[src/design/lmrr_pkg.sv]
// ----------------------------------------------------------------------------
// lmrr_pkg
// Shared constants, codes and types of the revoke/retry lock manager.
// ----------------------------------------------------------------------------
package lmrr_pkg;

    // table geometry
    localparam int LOCK_COUNT  = 64;
    localparam int QUEUE_DEPTH = 8;
    localparam int HOST_COUNT  = 16;

    // field widths
    localparam int CMD_W  = 1;
    localparam int LOCK_W = 6;
    localparam int HOST_W = 4;
    localparam int STAT_W = 2;
    localparam int KIND_W = 2;

    // derived widths
    localparam int HEAD_W  = (QUEUE_DEPTH > 1) ? $clog2(QUEUE_DEPTH) : 1;
    localparam int CNT_W   = $clog2(QUEUE_DEPTH + 1);
    localparam int FIFO_N  = LOCK_COUNT * QUEUE_DEPTH;
    localparam int FIFO_AW = $clog2(FIFO_N);

    typedef enum logic [CMD_W-1:0] {
        CMD_ACQUIRE = 1'b0,
        CMD_RELEASE = 1'b1
    } t_cmd;

    typedef enum logic [1:0] {
        MODE_FREE     = 2'd0,
        MODE_HELD     = 2'd1,
        MODE_REVOKING = 2'd2,
        MODE_RETRYING = 2'd3
    } t_mode;

    typedef enum logic [STAT_W-1:0] {
        ST_OK       = 2'd0,
        ST_RETRY    = 2'd1,
        ST_OVERFLOW = 2'd2
    } t_status;

    typedef enum logic [KIND_W-1:0] {
        MSG_NONE   = 2'd0,
        MSG_REVOKE = 2'd1,
        MSG_RETRY  = 2'd2
    } t_msg;

    // one lock table entry
    typedef struct packed {
        t_mode               mode;
        logic [HOST_W-1:0]   holder;
        logic [HOST_W-1:0]   invited;
        logic [HEAD_W-1:0]   head;
        logic [CNT_W-1:0]    count;
    } t_entry;

    // lock table read request
    typedef struct packed {
        logic              en;
        logic [LOCK_W-1:0] addr;
    } t_tbl_rd;

    // lock table write request
    typedef struct packed {
        logic              en;
        logic [LOCK_W-1:0] addr;
        t_entry            data;
    } t_tbl_wr;

endpackage

[src/design/lmrr_if.sv]
// ----------------------------------------------------------------------------
// lmrr_if
// Valid/ready channels of the lock manager: request and reply.
// ----------------------------------------------------------------------------
interface lmrr_req_if;
    logic                        valid;
    logic                        ready;
    logic [lmrr_pkg::CMD_W-1:0]  command;
    logic [lmrr_pkg::LOCK_W-1:0] lock_index;
    logic [lmrr_pkg::HOST_W-1:0] requester_host;

    modport source (output valid, command, lock_index, requester_host, input ready);
    modport sink   (input valid, command, lock_index, requester_host, output ready);
endinterface

interface lmrr_rsp_if;
    logic                        valid;
    logic                        ready;
    logic [lmrr_pkg::STAT_W-1:0] reply_status;
    logic [lmrr_pkg::KIND_W-1:0] message_kind;
    logic [lmrr_pkg::HOST_W-1:0] message_host;

    modport source (output valid, reply_status, message_kind, message_host, input ready);
    modport sink   (input valid, reply_status, message_kind, message_host, output ready);
endinterface

[src/design/lmrr_lock_table.sv]
// ----------------------------------------------------------------------------
// lmrr_lock_table
// Per-lock entry memory, one read and one write port, registered read data.
// Valid bits make never-written entries read as free with an empty queue.
// ----------------------------------------------------------------------------
module lmrr_lock_table (
    input  logic             i_clk,
    input  logic             i_rst_n,
    input  lmrr_pkg::t_tbl_rd i_rd,
    output lmrr_pkg::t_entry  o_rd_data,
    input  lmrr_pkg::t_tbl_wr i_wr
);
    import lmrr_pkg::*;

    t_entry                  r_mem [LOCK_COUNT];
    logic [LOCK_COUNT-1:0]   r_valid;
    t_entry                  r_rd_data;
    logic                    r_rd_hit;

    // entry storage
    always_ff @(posedge i_clk) begin
        if (i_wr.en) begin
            r_mem[i_wr.addr] <= i_wr.data;
        end
        if (i_rd.en) begin
            r_rd_data <= r_mem[i_rd.addr];
        end
    end

    // written-entry flags and registered hit
    always_ff @(posedge i_clk) begin
        if (!i_rst_n) begin
            r_valid  <= '0;
            r_rd_hit <= 1'b0;
        end else begin
            if (i_wr.en) begin
                r_valid[i_wr.addr] <= 1'b1;
            end
            if (i_rd.en) begin
                r_rd_hit <= r_valid[i_rd.addr];
            end
        end
    end

    // unwritten entries read as the reset entry
    always_comb begin
        o_rd_data = r_rd_data;
        if (!r_rd_hit) begin
            o_rd_data.mode  = MODE_FREE;
            o_rd_data.head  = '0;
            o_rd_data.count = '0;
        end
    end

endmodule

[src/design/lock_manager_revoke_retry.sv]
// A request's lock table read is registered; the lookup step then loads the
// reply beat or, for a release that pops a waiter, reads the wait queue after the
// lock table read and loads the reply beat in the pop step. Both steps wait
// while a held reply beat is not taken; a new request waits for the reply load.
// Reset: all locks free with empty queues at once (per-entry valid bits); no
// clearing pass, requests are taken in the first cycle after reset.
// ----------------------------------------------------------------------------
// lock_manager_revoke_retry
// Caching lock server with revoke and retry messages. Lock entries and the
// per-lock wait queues live in synchronous memories; each request reads its
// lock entry once and writes it back at most once.
// ----------------------------------------------------------------------------
module lock_manager_revoke_retry (
    input  logic       i_clk,
    input  logic       i_rst_n,
    lmrr_req_if.sink   i_req,
    lmrr_rsp_if.source o_rsp
);
    import lmrr_pkg::*;

    typedef enum logic [2:0] {
        S_IDLE = 3'b001,
        S_LOOK = 3'b010,
        S_POP  = 3'b100
    } t_state;

    t_state             r_state, n_state;
    t_cmd               r_cmd;
    logic [LOCK_W-1:0]  r_lock;
    logic [HOST_W-1:0]  r_host;

    logic               r_rsp_valid, n_rsp_valid;
    t_status            r_status, n_status;
    t_msg               r_kind, n_kind;
    logic [HOST_W-1:0]  r_dest, n_dest;
    logic               rsp_load;

    t_tbl_rd            tbl_rd;
    t_tbl_wr            tbl_wr;
    t_entry             rd;

    logic [HOST_W-1:0]  r_fifo [FIFO_N];
    logic [HOST_W-1:0]  r_fifo_rd;
    logic               fifo_we, fifo_re;
    logic [FIFO_AW-1:0] fifo_wa, fifo_ra;

    logic               accept, out_free, push_ok, do_push;
    logic [CNT_W:0]     tail_sum;
    logic [CNT_W:0]     tail_wrap;
    logic [HEAD_W-1:0]  tail_slot;
    logic [HEAD_W:0]    head_inc;
    logic [HEAD_W-1:0]  head_next;
    logic [FIFO_AW-1:0] lock_base;

    assign accept       = i_req.valid && i_req.ready;
    assign i_req.ready  = (r_state == S_IDLE);
    assign out_free     = !r_rsp_valid || o_rsp.ready;

    assign o_rsp.valid        = r_rsp_valid;
    assign o_rsp.reply_status = r_status;
    assign o_rsp.message_kind = r_kind;
    assign o_rsp.message_host = r_dest;

    // lock table
    assign tbl_rd.en   = accept;
    assign tbl_rd.addr = i_req.lock_index;

    lmrr_lock_table u_table (
        .i_clk     (i_clk),
        .i_rst_n   (i_rst_n),
        .i_rd      (tbl_rd),
        .o_rd_data (rd),
        .i_wr      (tbl_wr)
    );

    // queue slot arithmetic
    assign push_ok   = (rd.count < CNT_W'(QUEUE_DEPTH));
    assign tail_sum  = (CNT_W+1)'(rd.head) + (CNT_W+1)'(rd.count);
    assign tail_wrap = (tail_sum >= (CNT_W+1)'(QUEUE_DEPTH))
                     ? tail_sum - (CNT_W+1)'(QUEUE_DEPTH) : tail_sum;
    assign tail_slot = tail_wrap[HEAD_W-1:0];
    assign head_inc  = (HEAD_W+1)'(rd.head) + (HEAD_W+1)'(1);
    assign head_next = (head_inc == (HEAD_W+1)'(QUEUE_DEPTH))
                     ? '0 : head_inc[HEAD_W-1:0];
    assign lock_base = FIFO_AW'(r_lock * QUEUE_DEPTH);
    assign fifo_wa   = lock_base + FIFO_AW'(tail_slot);
    assign fifo_ra   = lock_base + FIFO_AW'(rd.head);

    // request decode and entry update
    always_comb begin
        n_state     = r_state;
        tbl_wr.en   = 1'b0;
        tbl_wr.addr = r_lock;
        tbl_wr.data = rd;
        fifo_we     = 1'b0;
        fifo_re     = 1'b0;
        do_push     = 1'b0;
        rsp_load    = 1'b0;
        n_status    = ST_OK;
        n_kind      = MSG_NONE;
        n_dest      = '0;
        unique case (r_state)
            S_IDLE: begin
                if (accept) begin
                    n_state = S_LOOK;
                end
            end
            S_LOOK: begin
                if (out_free) begin
                    if (r_cmd == CMD_RELEASE && rd.count != '0) begin
                        fifo_re = 1'b1;
                        n_state = S_POP;
                    end else begin
                        rsp_load = 1'b1;
                        n_state  = S_IDLE;
                        if (r_cmd == CMD_RELEASE) begin
                            tbl_wr.en        = 1'b1;
                            tbl_wr.data.mode = MODE_FREE;
                        end else begin
                            unique case (rd.mode)
                                MODE_FREE: begin
                                    tbl_wr.en          = 1'b1;
                                    tbl_wr.data.mode   = MODE_HELD;
                                    tbl_wr.data.holder = r_host;
                                end
                                MODE_HELD: begin
                                    if (push_ok) begin
                                        do_push          = 1'b1;
                                        tbl_wr.data.mode = MODE_REVOKING;
                                        n_status         = ST_RETRY;
                                        n_kind           = MSG_REVOKE;
                                        n_dest           = rd.holder;
                                    end else begin
                                        n_status = ST_OVERFLOW;
                                    end
                                end
                                MODE_REVOKING: begin
                                    do_push  = push_ok;
                                    n_status = push_ok ? ST_RETRY : ST_OVERFLOW;
                                end
                                MODE_RETRYING: begin
                                    if (r_host != rd.invited) begin
                                        do_push  = push_ok;
                                        n_status = push_ok ? ST_RETRY : ST_OVERFLOW;
                                    end else begin
                                        tbl_wr.en          = 1'b1;
                                        tbl_wr.data.holder = r_host;
                                        if (rd.count != '0) begin
                                            tbl_wr.data.mode = MODE_REVOKING;
                                            n_kind           = MSG_REVOKE;
                                            n_dest           = r_host;
                                        end else begin
                                            tbl_wr.data.mode = MODE_HELD;
                                        end
                                    end
                                end
                                default: begin
                                    n_status = ST_OK;
                                end
                            endcase
                            // enqueue the requester
                            if (do_push) begin
                                tbl_wr.en         = 1'b1;
                                tbl_wr.data.count = rd.count + CNT_W'(1);
                                fifo_we           = 1'b1;
                            end
                        end
                    end
                end
            end
            S_POP: begin
                if (out_free) begin
                    tbl_wr.en           = 1'b1;
                    tbl_wr.data.mode    = MODE_RETRYING;
                    tbl_wr.data.invited = r_fifo_rd;
                    tbl_wr.data.head    = head_next;
                    tbl_wr.data.count   = rd.count - CNT_W'(1);
                    rsp_load            = 1'b1;
                    n_kind              = MSG_RETRY;
                    n_dest              = r_fifo_rd;
                    n_state             = S_IDLE;
                end
            end
            default: begin
                n_state = S_IDLE;
            end
        endcase
        n_rsp_valid = rsp_load || (r_rsp_valid && !o_rsp.ready);
    end

    // wait queue memory
    always_ff @(posedge i_clk) begin
        if (fifo_we) begin
            r_fifo[fifo_wa] <= r_host;
        end
        if (fifo_re) begin
            r_fifo_rd <= r_fifo[fifo_ra];
        end
    end

    // control registers
    always_ff @(posedge i_clk) begin
        if (!i_rst_n) begin
            r_state     <= S_IDLE;
            r_rsp_valid <= 1'b0;
        end else begin
            r_state     <= n_state;
            r_rsp_valid <= n_rsp_valid;
        end
    end

    // request capture and reply beat payload
    always_ff @(posedge i_clk) begin
        if (accept) begin
            r_cmd  <= t_cmd'(i_req.command);
            r_lock <= i_req.lock_index;
            r_host <= i_req.requester_host;
        end
        if (rsp_load) begin
            r_status <= n_status;
            r_kind   <= n_kind;
            r_dest   <= n_dest;
        end
    end

    // a reply beat appears only out of a table or queue step
    a_rsp_from_step: assert property (@(posedge i_clk) disable iff (!i_rst_n)
        $rose(r_rsp_valid) |-> ($past(r_state) == S_LOOK || $past(r_state) == S_POP))
        else $error("reply beat raised outside a lookup step");

    // a pop is only started on a non-empty queue
    a_pop_nonempty: assert property (@(posedge i_clk) disable iff (!i_rst_n)
        (r_state == S_POP) |-> (rd.count != '0))
        else $error("pop step with empty wait queue");

    // the queue fill never passes its depth
    a_count_bound: assert property (@(posedge i_clk) disable iff (!i_rst_n)
        tbl_wr.en |-> (tbl_wr.data.count <= CNT_W'(QUEUE_DEPTH)))
        else $error("wait queue count beyond depth");

    // queue writes and reads never share a cycle
    a_fifo_excl: assert property (@(posedge i_clk) disable iff (!i_rst_n)
        !(fifo_we && fifo_re))
        else $error("wait queue read and write in the same cycle");

endmodule

[src/flat_wrapper.sv]
// flat-port wrapper written by rule: the top's interface ports become plain ports
module lock_manager_revoke_retry_flat import lmrr_pkg::*;
  (i_clk, i_rst_n, i_req_valid, i_req_command, i_req_lock_index, i_req_requester_host, i_req_ready, o_rsp_valid, o_rsp_reply_status, o_rsp_message_kind, o_rsp_message_host, o_rsp_ready);
  lmrr_req_if i_req_i ();
  lmrr_rsp_if o_rsp_i ();
  input  logic i_clk;
  input  logic i_rst_n;
  input wire logic [$bits(i_req_i.valid)-1:0] i_req_valid;
  input wire logic [$bits(i_req_i.command)-1:0] i_req_command;
  input wire logic [$bits(i_req_i.lock_index)-1:0] i_req_lock_index;
  input wire logic [$bits(i_req_i.requester_host)-1:0] i_req_requester_host;
  output wire logic [$bits(i_req_i.ready)-1:0] i_req_ready;
  output wire logic [$bits(o_rsp_i.valid)-1:0] o_rsp_valid;
  output wire logic [$bits(o_rsp_i.reply_status)-1:0] o_rsp_reply_status;
  output wire logic [$bits(o_rsp_i.message_kind)-1:0] o_rsp_message_kind;
  output wire logic [$bits(o_rsp_i.message_host)-1:0] o_rsp_message_host;
  input wire logic [$bits(o_rsp_i.ready)-1:0] o_rsp_ready;
  assign i_req_i.valid = i_req_valid;
  assign i_req_i.command = i_req_command;
  assign i_req_i.lock_index = i_req_lock_index;
  assign i_req_i.requester_host = i_req_requester_host;
  assign i_req_ready = i_req_i.ready;
  assign o_rsp_valid = o_rsp_i.valid;
  assign o_rsp_reply_status = o_rsp_i.reply_status;
  assign o_rsp_message_kind = o_rsp_i.message_kind;
  assign o_rsp_message_host = o_rsp_i.message_host;
  assign o_rsp_i.ready = o_rsp_ready;
  lock_manager_revoke_retry u_core (.i_clk(i_clk), .i_rst_n(i_rst_n), .i_req(i_req_i), .o_rsp(o_rsp_i));
endmodule
[config.mk]
export PLATFORM = sky130hd
export DESIGN_NAME = lock_manager_revoke_retry_flat
export DESIGN_NICKNAME = d
export VERILOG_FILES = /design/src/design/lmrr_pkg.sv /design/src/design/lmrr_if.sv /design/src/design/lmrr_lock_table.sv /design/src/design/lock_manager_revoke_retry.sv /design/src/flat_wrapper.sv
export SDC_FILE = /design/constraint.sdc
export NUM_CORES = 2
export LEC_CHECK = 0
export CELL_PAD_IN_SITES_DETAIL_PLACEMENT = 0
export CELL_PAD_IN_SITES_GLOBAL_PLACEMENT = 1
export CORE_MARGIN = 2
export CORE_UTILIZATION = 25
export DETAILED_ROUTE_END_ITERATION = 8
export DONT_BUFFER_PORTS = 1
export PLACE_DENSITY_LB_ADDON = 0.1
export SYNTH_ARGS = -nofsm -noshare
export SYNTH_HDL_FRONTEND = slang
export SYNTH_HIERARCHICAL = 1
export SYNTH_SLANG_ARGS = --single-unit
[constraint.sdc]
create_clock -name i_clk -period 11.4 [get_ports i_clk]
set_input_delay 1.71 -clock i_clk [delete_from_list [all_inputs] [get_ports i_clk]]
set_output_delay 1.71 -clock i_clk [all_outputs]
set_load 0.02 [all_outputs]
---- Word-level counts from Yosys, hierarchy flattened ----
Memory sizes are Yosys's and may differ from the RTL's. A register that Yosys moved wholly into a read port is not among the register bits.
Cells that the tools add are included.
storage, ports and cells
  output and inout bits ................... 10
  latch bits .............................. 0
  flip-flop bits (word level) ............. 88
  input bits .............................. 15
  ROM bits ................................ 0
  RAM bits ................................ 3136
  memories ................................ 2
  logic and storage cells ................. 134
cells by class
  add/sub/neg operators ................... 7
  magnitude comparators ................... 5
  $mul .................................... 0
  reductions and logical operators ........ 13
  eq/ne operators ......................... 11
  mux-type cells .......................... 83
  shift operators ......................... 0
  bitwise logic cells ..................... 3
  div/mod/pow operators ................... 0
memory list
  memory                words  width  read ports  clocked after memory_dff  write ports  RTL line                         RTL
  u_core.r_fifo         512    4      1           1                         1            lock_manager_revoke_retry.sv:42  logic [HOST_W-1:0] r_fifo [FIFO_N];
  u_core.u_table.r_mem  64     17     1           1                         1            lmrr_lock_table.sv:15            t_entry r_mem [LOCK_COUNT];
operators by type and width
  kind                                                               number
  bitwise OR 64 bit                                                  1
  2-to-1 mux 4 bit                                                   13
  case mux 4 bit (2 select lines)                                    4
  2-to-1 mux 1 bit                                                   30
  2-to-1 mux 2 bit                                                   12
  adder 9 x 3 -> 9 bit                                               2
  2-to-1 mux 3 bit                                                   6
  2-to-1 mux 6 bit                                                   3
  case mux 2 bit (2 select lines)                                    4
  less-than comparator 6 x 7 -> 1 bit, second input constant         2
  2-to-1 mux 7 bit                                                   2
  2-to-1 mux 11 bit                                                  1
  case mux 3 bit (3 select lines)                                    1
  binary-select mux 1 bit (select 6 bit)                             1
  demux 1 bit (select 6 bit)                                         1
  greater-or-equal comparator 6 x 1 -> 1 bit, second input constant  1
  case mux 1 bit (2 select lines)                                    3
  case mux 2 bit (3 select lines)                                    1
  adder 3 x 4 -> 5 bit                                               1
  greater-or-equal comparator 5 x 4 -> 1 bit, second input constant  1
  adder 3 x 1 -> 4 bit, second input constant                        1
  adder 4 x 1 -> 4 bit, second input constant                        1
  equality test 2 bit, second input constant                         2
  equality test 4 bit, second input constant                         1
  20 further kinds                                                   27

---- Logic depth before layout (Yosys ltp) ----
  depth in word-level cells ............... 15
  depth in mapped cells ................... 15

---- Hierarchy ----
The synthesis kept the hierarchy.
modules (own cells, without submodules)
  module                     cells an instance  area each (um^2)  instances
  lock_manager_revoke_retry  4531               83114.7           1
  lmrr_lock_table            1886               44629.1           1

---- Worst setup path after synthesis ----
OpenSTA, ideal clock, no wires.
  path type ............................... register to register
  start ................................... reg u_core.r_host[1]
  end ..................................... mem u_core/u_table/r_mem[0][1] (netlist name), data pin
  setup slack ............................. 295 ps
  arrival time ............................ 10365 ps
  data required time ...................... 10660 ps
  cell stages (with the launch flop) ...... 6
  cells stage by stage .................... edfxtp_1 xnor2_1 a41o_1 a2111oi_0 o21ai_0 a221oi_1
RTL lines
  what                      RTL line                          RTL
  start: declaration        lock_manager_revoke_retry.sv:30   logic [HOST_W-1:0] r_host;
  start signal: assignment  lock_manager_revoke_retry.sv:217  r_host <= i_req.requester_host;
  end: declaration          lmrr_lock_table.sv:15

---- Worst setup path in the final report ----
  start ................................... reg u_core.u_table.r_rd_hit
  end ..................................... reg u_core.r_fifo_rd[3], read port of u_core.r_fifo, data pin
RTL lines
  what                      RTL line                         RTL
  start: declaration        lmrr_lock_table.sv:18            logic r_rd_hit;
  start signal: assignment  lmrr_lock_table.sv:40            r_rd_hit <= r_valid[i_rd.addr];
  2-to-1 mux 7 bit          lmrr_lock_table.sv:48            if (!r_rd_hit) begin
  adder 9 x 3 -> 9 bit      lock_manager_revoke_retry.sv:87  assign fifo_ra = lock_base + FIFO_AW'(rd.head);
  net u_core.fifo_ra[0]     lock_manager_revoke_retry.sv:45  logic [FIFO_AW-1:0] fifo_wa, fifo_ra;
  end: declaration          lock_manager_revoke_retry.sv:43  logic [HOST_W-1:0] r_fifo_rd;
The timed path passes the listed nets, and every way through them passes these cells.
A chain may end at the register's enable or synchronous reset.

==> impl_results.md <==
- CTS sink cnt: 3245
- Number of global-route vias before repair: 67100
- Setup crit end kind: register
- DR DRC count: 0
- Port Buffers: 0
- Layout Nets: 6568
- Max H-tree Level: 5
- Commonest non-fill, non-tap cell in the layout: edfxtp_1
- Routed via count: 64200
- Run status: finished, violations left
- Area grow syn2layout: 16.2%
- Max-Cap Viols: 0
- Synth warn: 6
- Post-CTS setup buffer count: 0
- Fin Hold WS: 0.463 ns
- Clock latency on the worst-skew pair: 0.98 ns
- Fin Setup TNS: 0 ns
- Sequential share of the synthesized area: 75.7%
- Root Driver: clkbuf_16
- Avg Inst Size Synth: 19.9 um2
- Final worst path period need: 6.28 ns
- WP data required: 12.09 ns
- Largest net degree at the start of global routing: 292
- Most frequent cells in the layout: edfxtp_1 (3176), mux4_2 (695), nor2_1 (572), mux2i_1 (406), clkbuf_16 (373)
- Worst setup SP type: register
- Post-Route WL: 417000 um
- Worst-path fanout max: 67
- Fin crit share: 55.1%
- Post-synth EDFFs: 3176
- CTS tree: done
- Drt pass-1 iters: 6
- FF+latch count, synth: 3245
- Post-synth top area share: 74.7%
- Vias per std cell: 4.72
- CP Data Arrival Time: 6.97 ns
- Synthesized area: 128000 um2
- Fin. Hold Viols: 0
- Row count: 262
- Total Power: 26.3 mW
- Max_slew headroom: -1.94%
- Syn Nets: 6441
- Synth async-reset ratio: 0%
- Clock Tree Buf Depth: 4
- Initial Util: 25.1%
- Share of cells above drive strength 1: 22.9%
- Design area: 148000 um2
- WL/cell: 30.7 um
- Primary FF master, synth: edfxtp_1
- RSZ-0062 raised after global routing: no
- WS Path Type: register to register
- FMAX: 159 MHz
- HP Class: register to register
- Cts hold-fix bufs: 0
- ANT nets after route: 0
- Total CTS buffers: 368
- Die area: 517000 um2
- Antenna violations before repair: 51
- Area after DPL: 136000 um2
- Post-detail-place hpwl: 234000 um
- Initial drt markers: 5744
- Ranking of synthesized cells by area: edfxtp_1 (75%), mux4_2 (12%), mux2i_1 (3.2%)
- Slew Viols, Final: 25
- Netlist cell types: 76
- Clock skew: 0.0575 ns
- Synth area leader: edfxtp_1
- Leak: 43.5 nW
- I/O Pins: 25
- Final Setup Violations: 0
- Global placer's final weighted congestion: 0.751
- CTS clk-pin slew, worst paths: 0.06 ns
- Final core occ: 29.2%
- Total grt overflow: 0
- Total GRT Usage: 15.7%
- Core Box Area: 509000 um2
- CTS resizes: 0
- Cells after synthesis: 6417
- Worst-margin pin slew: 1.53 ns
- Failing checks: max-slew violations
- First-pass GRT wire length: 570000 um
- Chip height: 719 um
- Maximum vdd drop: 0.000110 V
- Die Wd: 719 um
- Pwr Density: 177 nW/um2
-- final cells by class --
cell class                      count  area (um2)
Inverter                           15        67.6
Tap cell                         6732        8420
Clock inverter                    223        2360
Sequential cell                  3245       96800
Antenna cell                        8        20.0
Multi-Input combinational cell   2726       29500
Clock buffer                      455        9680
Timing Repair Buffer              188        1660
Fill cell                       49800      361000
-- power by group --
part | internal, mW | switching [mW] | total (mW)
clock network | 6.96 | 4.98 | 11.9
registers | 13.2 | 0.0146 | 13.2
logic | 0.364 | 0.836 | 1.20
-- metal layers --
| layer | GRT usage, % | vias to the layer above | part of all wire (%) |
|---|---|---|---|
| met4 | 3.54 | 8 | 2.3 |
| met2 | 25.2 | 1681 | 47 |
| met5 | 0.268 | - | 0.054 |
| met1 | 22.2 | 35200 | 46 |
| li1 | - | 26800 | - |
| met3 | 2.70 | 471 | 5.0 |
-- registers in the layout (all words and copies together), names as in the netlist, 2 cells and up --
register	flops
u_core/o_rsp.message_host	4
u_core/o_rsp.message_kind	2
u_core/o_rsp.reply_status	2
u_core/r_fifo	2048
u_core/r_fifo_rd	4
u_core/r_host	4
u_core/r_lock	6
u_core/r_state	3
u_core/u_table/o_rd_data	8
u_core/u_table/r_mem	1088
u_core/u_table/r_rd_data	9
u_core/u_table/r_valid	64
-- critical path, stage by stage (launching register included) --
cell and delay (ns):
dfxtp_1 0.47, and2_4 0.63, buf_12 0.48, buf_4 0.65, buf_4 0.50, mux2i_1 0.29, a221oi_1 0.20, o31ai_1 0.35
o22ai_1 0.18, a211oi_1 0.79, o211ai_1 0.68, or4_1 0.59
-- cell usage after synthesis (43+ instances only) --
master,number
clkbuf_1,251
edfxtp_1,3176
mux2i_1,406
a221oi_1,166
buf_2,73
buf_4,57
nand3_1,55
mux4_2,695
nor2_1,631
o21ai_0,89
dfxtp_1,69
a21oi_1,68
o21a_1,65
nor3_1,43
nand2_1,108
a22oi_1,59
-- stage by stage --
step / cells / setup slack, ns
3_5_place_dp: 12900 / 5.05
3_3_place_gp: 12900 / 4.95
4_1_cts: 13600 / 5.00
6_report: 13600 / 5.12
5_1_grt: 13600 / 4.76
2_1_floorplan: 6417 / 0.295
-- logic make-up (layout without fill, tap and decap cells) --
family / Yosys count / in the layout / synth area share (%)
buffers and inverters: 446 / 881 / 1.69
muxes: 1125 / 1125 / 15.6
other: 0 / 8 / 0
AOI/OAI and AO/OA: 580 / 580 / 3.33
xor gates and xnor gates: 10 / 10 / 0.0686
and+or+nand+nor: 1002 / 1002 / 3.43
adders and majority gates: 9 / 9 / 0.0940
DFF: 3245 / 3245 / 75.7
-- path summary, 6_finish.rpt --
check,startpoint,to,depth (start not counted),slack (ns)
hold reg to reg,u_core/u_table/r_valid[9]$_SDFFE_PN0P_,u_core/u_table/r_valid[9]$_SDFFE_PN0P_,1,0.46
hold / removal,u_core/u_table/r_valid[9]$_SDFFE_PN0P_,u_core/u_table/r_valid[9]$_SDFFE_PN0P_,1,0.46
setup reg to reg,u_core/u_table/r_rd_hit$_SDFFE_PN0P_,u_core/r_fifo_rd[3]$_DFFE_PP_,11,5.12
setup / recovery,u_core/u_table/r_rd_hit$_SDFFE_PN0P_,u_core/r_fifo_rd[3]$_DFFE_PP_,11,5.12
No activity file was read; power rests on OpenSTA's default activity.
